`config.mk`:
```
export PLATFORM = sky130hd
export DESIGN_NAME = ftp_command_line_splitter_unit
export DESIGN_NICKNAME = d
export VERILOG_FILES = /design/src/hw/rtl/fcls_pkg.sv /design/src/hw/rtl/fcls_in_reg.sv /design/src/hw/rtl/fcls_line_tracker.sv /design/src/hw/rtl/fcls_out_reg.sv /design/src/hw/rtl/ftp_command_line_splitter_unit.sv
export SDC_FILE = /design/constraint.sdc
export NUM_CORES = 1
export LEC_CHECK = 0
export BUFFER_PORTS_ARGS = -buffer_cell sky130_fd_sc_hd__buf_2
export CORE_MARGIN = 2
export CORE_UTILIZATION = 60
export DETAILED_ROUTE_END_ITERATION = 8
export GPL_ROUTABILITY_DRIVEN = 0
export PLACE_DENSITY = 0.8
export SLEW_MARGIN = 0
export SYNTH_ARGS = -nofsm -noshare
export SYNTH_HDL_FRONTEND = slang
export SYNTH_SLANG_ARGS = --single-unit
```
`constraint.sdc`:
```
create_clock -name clk -period 12.2 [get_ports clk]
set_clock_uncertainty 0.2 [all_clocks]
set_input_delay 0.61 -clock clk [delete_from_list [all_inputs] [get_ports clk]]
set_output_delay 0.61 -clock clk [all_outputs]
set_load 0.02 [all_outputs]
```
`src/hw/rtl/fcls_pkg.sv`:
```
package fcls_pkg;

	// default line buffer depth
	localparam int unsigned LINE_MAX_DEF = 256;

	// longest command word in characters
	localparam int unsigned CMD_MAX = 4;

	// byte codes
	localparam logic [7:0] CH_BSLASH = 8'h5C;
	localparam logic [7:0] CH_SLASH  = 8'h2F;
	localparam logic [7:0] CH_CR     = 8'h0D;
	localparam logic [7:0] CH_LF     = 8'h0A;
	localparam logic [7:0] CH_SPACE  = 8'h20;
	localparam logic [7:0] CH_NUL    = 8'h00;

	// result status codes
	localparam logic [1:0] ST_PENDING = 2'd0;
	localparam logic [1:0] ST_EMPTY   = 2'd1;
	localparam logic [1:0] ST_DONE    = 2'd2;
	localparam logic [1:0] ST_ERROR   = 2'd3;

	// one result item
	typedef struct packed {
		logic [1:0]  status;
		logic [8:0]  line_length;
		logic [31:0] command_word;
		logic [2:0]  command_length;
		logic        has_parameters;
		logic [8:0]  param_start;
		logic [8:0]  param_length;
		logic        byte_stored;
		logic [7:0]  stored_byte;
		logic [7:0]  stored_index;
	} result_t;

	// ascii lower case to upper case
	function automatic logic [7:0] upcase(input logic [7:0] ch);
		logic [7:0] r;
		r = ch;
		if (ch >= 8'h61 && ch <= 8'h7A) begin
			r = ch - 8'h20;
		end
		return r;
	endfunction

endpackage

```
`src/hw/rtl/fcls_in_reg.sv`:
```
module fcls_in_reg (
	input  logic       clk,
	input  logic       arst_n,
	input  logic       in_valid,
	output logic       in_ready,
	input  logic [7:0] rx_byte,
	input  logic       adv,
	output logic       valid_s1,
	output logic [7:0] byte_s1
);
	import fcls_pkg::*;

	// stage is free when empty or its item moves on this cycle
	assign in_ready = !valid_s1 || adv;

	// valid flag
	always_ff @(posedge clk or negedge arst_n) begin
		if (!arst_n) begin
			valid_s1 <= 1'b0;
		end else if (in_ready) begin
			valid_s1 <= in_valid;
		end
	end

	// payload
	always_ff @(posedge clk) begin
		if (in_valid && in_ready) begin
			byte_s1 <= rx_byte;
		end
	end

endmodule

```
`src/hw/rtl/fcls_line_tracker.sv`:
```
module fcls_line_tracker #(
	parameter int unsigned LINE_MAX = fcls_pkg::LINE_MAX_DEF
) (
	input  logic             clk,
	input  logic             arst_n,
	input  logic             step,
	input  logic [7:0]       byte_s1,
	output fcls_pkg::result_t res
);
	import fcls_pkg::*;

	localparam int unsigned PW = $clog2(LINE_MAX + 1);
	localparam int unsigned EW = (PW > 9) ? PW : 9;

	logic [PW-1:0] line_q, line_d;
	logic          zero_q, zero_d;
	logic [PW-1:0] zpos_q, zpos_d;
	logic          space_q, space_d;
	logic [PW-1:0] spos_q, spos_d;
	logic          pfound_q, pfound_d;
	logic [PW-1:0] ppos_q, ppos_d;
	logic [31:0]   cmd_q, cmd_d;

	logic [7:0]    ch;
	logic [PW-1:0] line_end;
	logic [PW-1:0] clen;
	logic [PW-1:0] pstart;
	logic [PW-1:0] plen;
	logic [31:0]   word;
	logic [EW-1:0] line_ext, pos_ext, ps_ext, pl_ext, clen_ext;

	// split decode for one byte
	always_comb begin
		res      = '0;
		line_d   = line_q;
		zero_d   = zero_q;
		zpos_d   = zpos_q;
		space_d  = space_q;
		spos_d   = spos_q;
		pfound_d = pfound_q;
		ppos_d   = ppos_q;
		cmd_d    = cmd_q;

		ch       = (byte_s1 == CH_BSLASH) ? CH_SLASH : byte_s1;
		line_end = zero_q ? zpos_q : line_q;
		clen     = space_q ? spos_q : line_end;
		pstart   = pfound_q ? ppos_q : line_end;
		plen     = line_end - pstart;
		line_ext = EW'(line_q);
		pos_ext  = EW'(line_q);
		ps_ext   = EW'(pstart);
		pl_ext   = EW'(plen);
		clen_ext = EW'(clen);

		// upper-cased command characters below the command length
		word = '0;
		for (int k = 0; k < CMD_MAX; k++) begin
			if (clen > PW'(k)) begin
				word[8*k +: 8] = upcase(cmd_q[8*k +: 8]);
			end
		end

		if (ch == CH_CR) begin
			res.status = ST_PENDING;
		end else if (ch != CH_LF) begin
			if (line_q < PW'(LINE_MAX)) begin
				// store the byte
				if (line_q < PW'(CMD_MAX)) begin
					cmd_d[8*line_q[1:0] +: 8] = cmd_q[8*line_q[1:0] +: 8] | ch;
				end
				if (!zero_q) begin
					if (space_q && !pfound_q && ch != CH_SPACE) begin
						pfound_d = 1'b1;
						ppos_d   = line_q;
					end
					if (ch == CH_NUL) begin
						zero_d = 1'b1;
						zpos_d = line_q;
					end else if (ch == CH_SPACE && !space_q) begin
						space_d = 1'b1;
						spos_d  = line_q;
					end
				end
				line_d           = line_q + 1'b1;
				res.byte_stored  = 1'b1;
				res.stored_byte  = ch;
				res.stored_index = pos_ext[7:0];
			end else begin
				// line full
				res.status = ST_ERROR;
				line_d = '0; zero_d = 1'b0; zpos_d = '0; space_d = 1'b0;
				spos_d = '0; pfound_d = 1'b0; ppos_d = '0; cmd_d = '0;
			end
		end else if (line_q == '0) begin
			res.status = ST_EMPTY;
		end else begin
			// line feed closes the line
			if (clen > PW'(CMD_MAX)) begin
				res.status = ST_ERROR;
			end else begin
				res.status         = ST_DONE;
				res.line_length    = line_ext[8:0];
				res.command_word   = word;
				res.command_length = clen_ext[2:0];
				if (space_q) begin
					res.has_parameters = 1'b1;
					res.param_start    = ps_ext[8:0];
					res.param_length   = pl_ext[8:0];
				end
			end
			line_d = '0; zero_d = 1'b0; zpos_d = '0; space_d = 1'b0;
			spos_d = '0; pfound_d = 1'b0; ppos_d = '0; cmd_d = '0;
		end
	end

	// line state
	always_ff @(posedge clk or negedge arst_n) begin
		if (!arst_n) begin
			line_q   <= '0;
			zero_q   <= 1'b0;
			zpos_q   <= '0;
			space_q  <= 1'b0;
			spos_q   <= '0;
			pfound_q <= 1'b0;
			ppos_q   <= '0;
			cmd_q    <= '0;
		end else if (step) begin
			line_q   <= line_d;
			zero_q   <= zero_d;
			zpos_q   <= zpos_d;
			space_q  <= space_d;
			spos_q   <= spos_d;
			pfound_q <= pfound_d;
			ppos_q   <= ppos_d;
			cmd_q    <= cmd_d;
		end
	end

	// a stored byte advances the line by one
	a_store_adv: assert property (@(posedge clk) disable iff (!arst_n)
		step && res.byte_stored |=> line_q == $past(line_q) + 1'b1)
		else $error("line index did not advance on stored item");

	// a finished or failed line restarts
	a_restart: assert property (@(posedge clk) disable iff (!arst_n)
		step && (res.status == ST_DONE || res.status == ST_ERROR)
		|=> line_q == '0 && !space_q && !zero_q && cmd_q == '0)
		else $error("line state not cleared after line end");

	// a completed line never carries an over-long command
	a_cmd_len: assert property (@(posedge clk) disable iff (!arst_n)
		res.status == ST_DONE |-> res.command_length <= 3'(CMD_MAX))
		else $error("command length above limit");

	// the space lies inside the line and the parameter starts after it
	a_param_in_line: assert property (@(posedge clk) disable iff (!arst_n)
		space_q |-> spos_q < line_q && (!pfound_q || ppos_q > spos_q))
		else $error("parameter position out of order");

endmodule

```
`src/hw/rtl/fcls_out_reg.sv`:
```
module fcls_out_reg (
	input  logic              clk,
	input  logic              arst_n,
	input  logic              load,
	input  fcls_pkg::result_t res_in,
	output logic              free,
	output logic              out_valid,
	input  logic              out_ready,
	output fcls_pkg::result_t res_q
);
	import fcls_pkg::*;

	// room for a new result when empty or the current one leaves
	assign free = !out_valid || out_ready;

	// valid flag
	always_ff @(posedge clk or negedge arst_n) begin
		if (!arst_n) begin
			out_valid <= 1'b0;
		end else if (free) begin
			out_valid <= load;
		end
	end

	// result payload
	always_ff @(posedge clk) begin
		if (load) begin
			res_q <= res_in;
		end
	end

endmodule

```
`src/hw/rtl/ftp_command_line_splitter_unit.sv`:
```
// path: each item is held in the input register; its result is held in the result register
// throughput: one item per cycle while out_ready holds; line state updates once per item
// stalls: with both registers holding an item, in_ready follows out_ready in the same cycle
// reset (arst_n low, asynchronous) empties both registers and clears the line state
module ftp_command_line_splitter_unit #(
	parameter int unsigned LINE_MAX = fcls_pkg::LINE_MAX_DEF
) (
	input  logic        clk,
	input  logic        arst_n,
	input  logic        in_valid,
	output logic        in_ready,
	input  logic [7:0]  rx_byte,
	output logic        out_valid,
	input  logic        out_ready,
	output logic [1:0]  status,
	output logic [8:0]  line_length,
	output logic [31:0] command_word,
	output logic [2:0]  command_length,
	output logic        has_parameters,
	output logic [8:0]  param_start,
	output logic [8:0]  param_length,
	output logic        byte_stored,
	output logic [7:0]  stored_byte,
	output logic [7:0]  stored_index
);
	import fcls_pkg::*;

	logic       valid_s1;
	logic [7:0] byte_s1;
	logic       adv;
	logic       free;
	result_t    res_comb;
	result_t    res_q;

	// item moves from the input register into the result register
	assign adv = valid_s1 && free;

	fcls_in_reg u_in (
		.clk      (clk),
		.arst_n   (arst_n),
		.in_valid (in_valid),
		.in_ready (in_ready),
		.rx_byte  (rx_byte),
		.adv      (adv),
		.valid_s1 (valid_s1),
		.byte_s1  (byte_s1)
	);

	fcls_line_tracker #(
		.LINE_MAX (LINE_MAX)
	) u_track (
		.clk     (clk),
		.arst_n  (arst_n),
		.step    (adv),
		.byte_s1 (byte_s1),
		.res     (res_comb)
	);

	fcls_out_reg u_out (
		.clk       (clk),
		.arst_n    (arst_n),
		.load      (adv),
		.res_in    (res_comb),
		.free      (free),
		.out_valid (out_valid),
		.out_ready (out_ready),
		.res_q     (res_q)
	);

	// result fields
	assign status         = res_q.status;
	assign line_length    = res_q.line_length;
	assign command_word   = res_q.command_word;
	assign command_length = res_q.command_length;
	assign has_parameters = res_q.has_parameters;
	assign param_start    = res_q.param_start;
	assign param_length   = res_q.param_length;
	assign byte_stored    = res_q.byte_stored;
	assign stored_byte    = res_q.stored_byte;
	assign stored_index   = res_q.stored_index;

endmodule
```
==> results of run 1 <==
==> logic make-up (layout without fill, tap and decap cells) <==
group	after synthesis	count (layout)	synth area share
simple gates	194	194	0.153
fa+ha+maj	17	17	0.0290
flops	160	160	0.587
buf+inv	51	148	0.0285
compound gates	142	142	0.138
mux	29	29	0.0586
xor+xnor	5	5	0.00577
==> path summary, 6_finish.rpt <==
path | to | slack, ns | cells past startpoint
worst max-delay path | u_out.res_q[25] | 8.56 | 9
worst min-delay path | u_in.byte_s1[0] | 0.16 | 1
worst max register to register | u_out.res_q[25] | 8.56 | 9
worst min register to register | u_track.spos_q[4] | 0.29 | 1
max in group asynchronous | u_track.line_ext[7] | 11.03 | 2
min in group asynchronous | u_track.cmd_q[23] | 0.19 | 2
==> per-layer routing <==
layer  routed length, µm  track usage  part of all wire  vias up
li1                    -            -                 -     2450
met1                6750        0.337              0.39     2687
met2                8930        0.449              0.51      233
met3                1070       0.0654             0.061       59
met4                 659        0.134             0.038        0
met5                   0            0                 0        -
==> power by group through the flow <==
| stage | registers, mW | clock network (mW) | logic, mW |
|---|---|---|---|
| finish | 0.760 | 0.574 | 0.472 |
| global route | 0.768 | 0.601 | 0.515 |
| CTS | 0.755 | 0.580 | 0.468 |
| detailed placement | 0.764 | 0 | 0.463 |
| global placement | 0.759 | 0 | 0.444 |
| floorplan | 0.728 | 0 | 0.369 |
==> area by class of cell <==
cell class,instances,area (µm²)
Timing Repair Buffer,98,498
Fill cell,869,3660
Sequential cell,160,4450
Inverter,18,67.6
Clock inverter,8,149
Multi-Input combinational cell,387,2920
Tap cell,172,215
Clock buffer,24,503
==> synthesized netlist by cell type (8+ instances only) <==
cell type  number  share of area
nor2_2          9         0.0074
mux2_2         10          0.015
o31ai_1        19          0.019
nand2_1        19         0.0094
clkbuf_1       21          0.010
inv_1          17         0.0084
edfxtp_1       90           0.36
and3_1         23          0.019
nor3_1         13         0.0086
a22o_1         25          0.029
nor2b_1         8         0.0066
a21oi_1        13         0.0086
o2bb2ai_1      13          0.015
nand3_1        11         0.0073
and2_1         33          0.027
mux4_2          8          0.024
dfrtp_1        70           0.23
ha_1           16          0.026
nor2_1         29          0.014
o21ai_0        34          0.022
==> per-stage QoR <==
stage          cell area [µm²]  utilization
6_report                  8800        0.706
5_1_grt                   8800        0.706
4_1_cts                   8800        0.706
3_5_place_dp              8150        0.654
3_3_place_gp              8150        0.654
2_1_floorplan             7580            -
==> flip-flops by register name, summed over array words and instances (netlist names) <==
name / flops
u_track.zero_q: 1
u_track.ppos_q: 8
u_out.res_q: 82
u_track.zpos_q: 8
u_track.line_ext: 9
u_out.out_valid: 1
u_track.space_q: 1
u_in.byte_s1: 8
u_track.cmd_q: 32
u_in.valid_s1: 1
u_track.spos_q: 8
u_track.pfound_q: 1
==> impl_metrics.py, run 1 <==
metrics = {
    "status": {
        "status": "completed",
    },
    "timing": {
        "period_needed_ns": 3.64,
        "post-route-period-util": 0.298,
        "hold_viol_final": 0,
        "rsz0062_at_grt": "no",
        "tightest_slew_ns": 1.07,
        "setup_tns_ns": 0,
        "worst_slack_ns": 8.56,
        "holdWs_ns": 0.156,
        "max-slew-margin-rel": 0.280,
        "setup_viol": 0,
        "final_max_slew_viol_count": 0,
        "fmax_mhz": 275,
    },
    "setup_path": {
        "start_kind": "flip-flop",
        "crit_arrival_ns": 3.70,
        "critical_path.max_fanout": 17,
        "critical_path_class": "flip-flop to flip-flop",
        "r2r-start": "u_track.zero_q",
        "crit_path_top_delay_cell": "dfrtp_1",
        "end_kind": "flip-flop",
        "cp_num_buf_inv": 0,
        "cpLargestDelayFamily": "simple AND/OR/NAND/NOR gates",
        "cp_data_required_time_ns": 12.27,
        "crit_start": "u_track.zero_q",
        "timing.critical_path.mode_cell": "mux2_2",
        "crit_path_cell_trace": "mux2_2, mux2_2, ha_1, fa_1, nor2b_1, o2111ai_1, and3_1, or3b_2, a21oi_1",
        "max_stage_delay_ns": 0.72,
    },
    "synth": {
        "synth_edf_count": 90,
        "syn-num-nets": 627,
        "synthCells": 598,
        "ys_seq_area_frac": 0.587,
        "synthFlopType": "edfxtp_1",
        "ys_warn_count": 0,
        "avgSynthCellArea_um2": 12.7,
        "synth_cell_types": 66,
        "ys_ff_latch": 160,
        "async_flop_share": 0.438,
        "syn_area_um2": 7580,
    },
    "finish": {
        "final_nets": 711,
        "antennaDiodeCount": 0,
        "layout_common_cells": "95 x buf_2, 90 x edfxtp_1, 70 x dfrtp_1",
        "fin_cells": 867,
        "area_growth_pct": 16.1,
        "final_common_cell": "buf_2",
        "drive_gt1_frac": 0.260,
    },
    "floorplanning": {
        "die_w_um": 116,
        "die_h_um": 116,
        "pin_count": 96,
        "floorplan.die_area_um2": 13600,
        "rows": 41,
        "core-area_um2": 12500,
        "start_util": 0.608,
    },
    "clock_tree": {
        "cts.sinks": 160,
        "worstSkewPairLatency_ns": 0.43,
        "cts_tree": "yes",
        "cts_setup_buffers": 0,
        "cts-buffers-inserted": 17,
        "htreeDepth": 4,
        "clk_pin_slew_ns": 0.06,
        "cts_hold_buf": 0,
        "cts_buffer_depth": 2,
        "cts_resized": 0,
        "cts_root_buf": "clkbuf_16",
    },
    "pwr": {
        "pwr-share-clk": 0.318,
        "p_switching_mw": 0.580,
        "fin_total_pwr_mw": 1.80,
        "p_int_mw": 1.22,
        "power_frac_seq": 0.421,
        "leakage_nw": 3.63,
        "comb_power_share": 0.261,
        "switching_share": 0.322,
        "pwr_density_cell_nw_per_um2": 205,
        "vdd_drop_max_mv": 0.120,
    },
    "hold_path": {
        "holdCritPathClass": "primary input to flip-flop",
        "worstHoldStart": "rx_byte[0]",
    },
    "drt": {
        "avgViaCountPerCell": 6.26,
        "antenna_left": 0,
        "wirelength_mm": 17.4,
        "num_vias": 5429,
        "drc": 0,
        "drtIter0Drc": 492,
        "dr.pass1.iters": 5,
        "wire_per_inst_um": 20.1,
    },
    "global_route": {
        "grt.total_usage": 0.271,
        "grt_max_degree": 87,
        "grt_pass1_vias": 5253,
        "grt-ovfl-total": 0,
        "grt_pass1_wl_mm": 27.4,
        "antenna_found_initial": 0,
    },
    "placement": {
        "pre_cts_ws_ns": 8.66,
        "post-place-cells": 835,
        "port_buffers": 95,
        "hpwl_mm": 11.9,
    },
    "run": {
        "maxCapViolCount": 0,
    },
}
Power figures use the tool's default switching activity.
==> run 2, diff against run 1 <==
--- a/config.mk
+++ b/config.mk
@@ -5,12 +5,13 @@
 export SDC_FILE = /design/constraint.sdc
 export NUM_CORES = 1
 export LEC_CHECK = 0
+export ABC_AREA = 1
 export BUFFER_PORTS_ARGS = -buffer_cell sky130_fd_sc_hd__buf_2
 export CORE_MARGIN = 2
-export CORE_UTILIZATION = 60
+export CORE_UTILIZATION = 58
 export DETAILED_ROUTE_END_ITERATION = 8
 export GPL_ROUTABILITY_DRIVEN = 0
-export PLACE_DENSITY = 0.8
+export PLACE_DENSITY = 0.78
 export SLEW_MARGIN = 0
 export SYNTH_ARGS = -nofsm -noshare
 export SYNTH_HDL_FRONTEND = slang
==> constraint.sdc (replaced) <==
create_clock -name clk -period 3.55 [get_ports clk]
set_clock_uncertainty 0.2 [all_clocks]
set_input_delay 0.1775 -clock clk [delete_from_list [all_inputs] [get_ports clk]]
set_output_delay 0.1775 -clock clk [all_outputs]
set_load 0.02 [all_outputs]
==> impl_metrics.py, run 2 <==
metrics = {
    "status": {
        "status": "completed",
    },
    "pwr": {
        "leakage_nw": 4.29,
        "vdd_drop_max_mv": 0.370,
        "pwr_density_cell_nw_per_um2": 713,
        "fin_total_pwr_mw": 6.56,
    },
    "drt": {
        "drc": 0,
        "drtIter0Drc": 729,
        "avgViaCountPerCell": 5.41,
        "dr.pass1.iters": 5,
        "antenna_left": 0,
        "wire_per_inst_um": 15.2,
        "wirelength_mm": 18.2,
        "num_vias": 6465,
    },
    "clock_tree": {
        "cts-buffers-inserted": 17,
        "cts_tree": "yes",
        "cts_buffer_depth": 2,
        "cts_hold_buf": 13,
        "clk_pin_slew_ns": 0.06,
        "cts.sinks": 160,
        "cts_setup_buffers": 0,
        "worstSkewPairLatency_ns": 0.43,
        "cts_root_buf": "clkbuf_16",
        "htreeDepth": 4,
        "cts_resized": 0,
    },
    "synth": {
        "syn_area_um2": 7870,
        "ys_top_cells_by_area": "edfxtp_1 34%, dfrtp_1 22%, nand2_1 11%, nor2_1 5.5%, inv_1 4.4%",
        "synth_top_area_share": 0.343,
        "synth_edf_count": 90,
        "ys_seq_area_frac": 0.566,
        "ys_ff_latch": 160,
        "async_flop_share": 0.438,
        "synth_area_leader_cell": "edfxtp_1",
        "ys_warn_count": 0,
        "syn-num-nets": 917,
        "synthTopCellsByCount": "234 x nand2_1, 116 x nor2_1, 93 x inv_1",
        "synth_cell_types": 42,
        "avgSynthCellArea_um2": 8.86,
        "yosysMostFrequentCell": "nand2_1",
        "synthFlopType": "edfxtp_1",
        "synthCells": 888,
    },
    "finish": {
        "max_flop_register": "u_out.res_q",
        "fin_cells": 1194,
        "seqCellArea_um2": 4450,
        "final_nets": 1034,
        "final_common_cell": "nand2_1",
        "largest_reg_flops": 82,
        "drive_gt1_frac": 0.163,
        "area_growth_pct": 16.9,
        "layout_common_cells": "234 x nand2_1, 116 x nor2_1, 95 x buf_2",
        "fillers": 1058,
        "antennaDiodeCount": 0,
        "multi_input_area_um2": 2910,
    },
    "setup_path": {
        "cpLargestDelayFamily": "compound AO/OA/AOI/OAI gates",
        "critical_path_class": "flip-flop to flip-flop",
        "crit_path_cell_trace": "o21ai_1, o21ai_0, inv_1, fa_1, o21ai_0, nand4_1, nand2_1, xor2_1, inv_1, nor2_1",
        "critical_path.max_fanout": 18,
        "crit_arrival_ns": 3.28,
        "cp_data_required_time_ns": 3.63,
        "crit_path_top_delay_cell": "dfrtp_1",
        "cp_num_buf_inv": 2,
        "max_stage_delay_ns": 0.70,
        "end_kind": "flip-flop",
        "start_kind": "flip-flop",
    },
    "timing": {
        "fmax_mhz": 313,
        "rsz0062_at_grt": "no",
        "setup_viol": 0,
        "max-slew-margin-rel": 0.246,
        "tightest_slew_ns": 1.13,
        "final_max_slew_viol_count": 0,
        "hold_viol_final": 0,
        "setup_tns_ns": 0,
        "period_needed_ns": 3.20,
        "post-route-period-util": 0.900,
    },
    "global_route": {
        "grt_pass1_vias": 5948,
        "grt_max_degree": 80,
        "grt_pass1_wl_mm": 29.5,
        "antenna_found_initial": 0,
        "grt-ovfl-total": 0,
        "grt.total_usage": 0.265,
    },
    "floorplanning": {
        "start_util": 0.594,
        "rows": 42,
        "die_w_um": 120,
        "floorplan.die_area_um2": 14500,
        "pin_count": 96,
        "core-area_um2": 13200,
        "die_h_um": 120,
    },
    "run": {
        "maxCapViolCount": 0,
    },
    "placement": {
        "port_buffers": 95,
        "post-place-cells": 1149,
        "hpwl_mm": 12.9,
    },
    "hold_path": {
        "holdCritPathClass": "primary input to flip-flop",
    },
}
run 2: cell types whose count changed in the layout (fill, tap and decap cells not counted), moves of 19 or more:
cell	previous run	this run
a22o_1	25	0
o31ai_1	19	0
nor2_1	29	116
and2_1	32	0
nand3_1	11	67
and3_1	23	0
nand2_1	19	234
inv_1	17	92
run 2: final timing paths:
path / start / end / slack [ns] / cells past startpoint
setup reg to reg: u_track.zero_q / u_out.res_q[25] / 0.35 / 10
hold / removal: rx_byte[5] / u_in.byte_s1[5] / 0.25 / 2
max in group asynchronous: arst_n / u_track.cmd_q[18] / 2.02 / 3
min in group asynchronous: arst_n / u_in.valid_s1 / 0.30 / 2
setup / recovery: u_track.zero_q / u_out.res_q[25] / 0.35 / 10
hold reg to reg: u_track.spos_q[2] / u_track.spos_q[2] / 0.27 / 2
run 2: metal layers:
layer	global-route usage	share of wire
met1	0.373	0.45
met2	0.403	0.45
met3	0.0708	0.075
met4	0.0858	0.019
met5	0	0
run 2: final cells by class:
cell class                      count  share of cell area
Clock buffer                       23              0.0487
Clock inverter                      9              0.0101
Inverter                          102              0.0420
Multi-Input combinational cell    605               0.316
Sequential cell                   160               0.484
Tap cell                          176              0.0239
Timing Repair Buffer              119              0.0748
run 2: power by group:
group          switching, mW  internal [mW]  total, mW  leakage [nW]
logic                   1.54          0.761       2.30          2.20
clock network          0.685           1.02       1.71         0.268
registers              0.246           2.30       2.55          1.83
run 2: logic make-up (layout without fill, tap and decap cells):
kind of cell | count (synthesis) | count (layout) | synth area share
AND/OR/NAND/NOR | 471 | 471 | 0.254
flip-flops | 160 | 160 | 0.566
buffers and inverters | 123 | 253 | 0.0641
AO/OA/AOI/OAI | 103 | 103 | 0.0714
adder cells (fa/ha/maj) | 17 | 17 | 0.0280
XOR/XNOR | 7 | 7 | 0.00779
multiplexers | 7 | 7 | 0.00890
run 2: metrics by stage:
step           hold slack (ns)  area [µm²]   util  setup slack [ns]
3_3_place_gp             0.154        8530  0.644             0.535
3_5_place_dp             0.156        8530  0.644             0.417
2_1_floorplan           -0.318        7870      -             0.596
4_1_cts                  0.236        9200  0.695             0.408
5_1_grt                  0.257        9200  0.695            0.0962
6_report                 0.254        9200  0.695             0.354
==> run 3, diff against run 2 <==
--- a/config.mk
+++ b/config.mk
@@ -5,7 +5,7 @@
 export SDC_FILE = /design/constraint.sdc
 export NUM_CORES = 1
 export LEC_CHECK = 0
-export ABC_AREA = 1
+export ABC_AREA = 0
 export BUFFER_PORTS_ARGS = -buffer_cell sky130_fd_sc_hd__buf_2
 export CORE_MARGIN = 2
 export CORE_UTILIZATION = 58
==> impl_metrics.py, run 3 (synthesis results as in run 1) <==
metrics = {
    "hold_path": {
        "hold_depth": 2,
        "worstHoldStart": "rx_byte[5]",
        "min_to": "u_in.byte_s1[5]",
        "holdCritPathClass": "primary input to flip-flop",
    },
    "drt": {
        "drtIter0Drc": 400,
        "dr.pass1.iters": 5,
        "avgViaCountPerCell": 6.25,
        "wire_per_inst_um": 20.3,
        "wirelength_mm": 18.1,
        "num_vias": 5564,
        "antenna_left": 0,
        "drc": 0,
    },
    "setup_path": {
        "end_kind": "flip-flop",
        "rrSetupSlack_ns": 0.34,
        "critical_path_class": "flip-flop to flip-flop",
        "crit_path_cell_trace": "mux2_2, mux2_2, ha_1, fa_1, nor2b_1, o2111ai_1, and3_1, or3b_2, a21oi_1",
        "cp_data_required_time_ns": 3.62,
        "critical_path.max_fanout": 3,
        "rr_worst_depth": 9,
        "start_kind": "flip-flop",
        "timing.critical_path.mode_cell": "mux2_2",
        "max_stage_delay_ns": 0.46,
        "r2r-start": "u_track.zero_q",
        "crit_arrival_ns": 3.28,
        "crit_path_top_delay_cell": "or3b_2",
        "regToRegEndpoint": "u_out.res_q[25]",
    },
    "finish": {
        "antennaDiodeCount": 0,
        "final_nets": 734,
        "final_common_cell": "buf_2",
        "area_growth_pct": 17.7,
        "layout_common_cells": "95 x buf_2, 90 x edfxtp_1, 70 x dfrtp_1",
        "largest_reg_flops": 82,
        "max_flop_register": "u_out.res_q",
        "drive_gt1_frac": 0.270,
    },
    "clock_tree": {
        "cts_tree": "yes",
        "cts-buffers-inserted": 17,
        "clk_pin_slew_ns": 0.06,
        "cts_buffer_depth": 2,
        "worstSkewPairLatency_ns": 0.43,
        "cts_resized": 0,
        "cts.sinks": 160,
        "htreeDepth": 4,
        "cts_root_buf": "clkbuf_16",
    },
    "pwr": {
        "vdd_drop_max_mv": 0.391,
        "fin_total_pwr_mw": 6.05,
        "leakage_nw": 3.70,
        "pwr_density_cell_nw_per_um2": 678,
    },
    "timing": {
        "final_max_slew_viol_count": 0,
        "setup_viol": 0,
        "max-slew-margin-rel": 0.321,
        "fmax_mhz": 312,
        "setup_tns_ns": 0,
        "rsz0062_at_grt": "no",
        "period_needed_ns": 3.21,
        "post-route-period-util": 0.904,
        "hold_viol_final": 0,
        "tightest_slew_ns": 1.02,
        "worst_slack_ns": 0.341,
    },
    "global_route": {
        "grt_max_degree": 83,
        "grt-ovfl-total": 0,
        "grt_pass1_wl_mm": 29.2,
        "grt_pass1_vias": 5572,
        "antenna_found_initial": 0,
        "grt.total_usage": 0.269,
    },
    "floorplanning": {
        "pin_count": 96,
        "start_util": 0.599,
        "rows": 41,
        "core-area_um2": 12700,
        "die_w_um": 118,
        "floorplan.die_area_um2": 14000,
        "die_h_um": 118,
    },
    "placement": {
        "port_buffers": 95,
        "hpwl_mm": 12.0,
        "pre_cts_ws_ns": 0.402,
    },
    "status": {
        "status": "completed",
    },
    "run": {
        "maxCapViolCount": 0,
    },
}
-- run 3: metrics by stage --
stage                      util  hold WS, ns  instances  cell area (µm²)
after floorplan               -       -0.318        598             7590
after global placement    0.650        0.156        846             8230
after detailed placement  0.650        0.156        846             8230
after CTS                 0.704        0.244        890             8930
after global routing      0.704        0.254        890             8930
final                     0.704        0.254        890             8930
-- run 3: report_power, final --
group	leakage, nW	internal (mW)	total [mW]	switching, mW
sequential	1.84	2.23	2.51	0.282
clock	0.283	1.02	1.77	0.743
combinational	1.58	0.740	1.77	1.03
-- run 3: worst max-delay path by stage --
stage / start / endpoint / slack (ns) / cells past startpoint
finish: u_track.zero_q / u_out.res_q[25] / 0.34 / 9
global placement: u_track.zero_q / u_out.res_q[25] / 0.48 / 9
floorplan: u_out.out_valid / u_track.cmd_q[0] / 0.31 / 7
detailed placement: u_track.zero_q / u_out.res_q[25] / 0.40 / 9
global route: u_track.zero_q / u_out.res_q[25] / 0.22 / 9
CTS: u_track.zero_q / u_out.res_q[25] / 0.37 / 9
-- run 3: repair_timing --
| action | 4_1_cts | 5_1_grt |
|---|---|---|
| buffers inserted | 0 | 0 |
| hold buffers | 12 | 0 |
| setup endpoints to repair | 0 | 0 |
| hold endpoints to repair | 80 | 0 |
-- run 3: critical path, delay by kind of cell, from the launching register on --
kind | cells | cell delay [ns]
and+or+nand+nor | 3 | 0.89
muxes | 2 | 0.66
adders and majority gates | 2 | 0.62
DFF | 1 | 0.38
AOI/OAI and AO/OA | 2 | 0.31
-- run 3: layout make-up --
type | instances | area [µm²]
clock buffers | 20 | 468
clock inverters | 12 | 104
fillers | 903 | 3740
inverters | 18 | 67.6
multi-input cells | 387 | 2920
flip-flops and latches | 160 | 4450
well taps | 172 | 215
repair buffers | 121 | 701
-- run 3: layer usage --
metal,GRT usage,vias to the layer above,part of all wire
met5,0,-,0
met4,0.140,0,0.036
met3,0.0565,58,0.062
met2,0.455,265,0.52
met1,0.324,2754,0.38
li1,-,2487,-
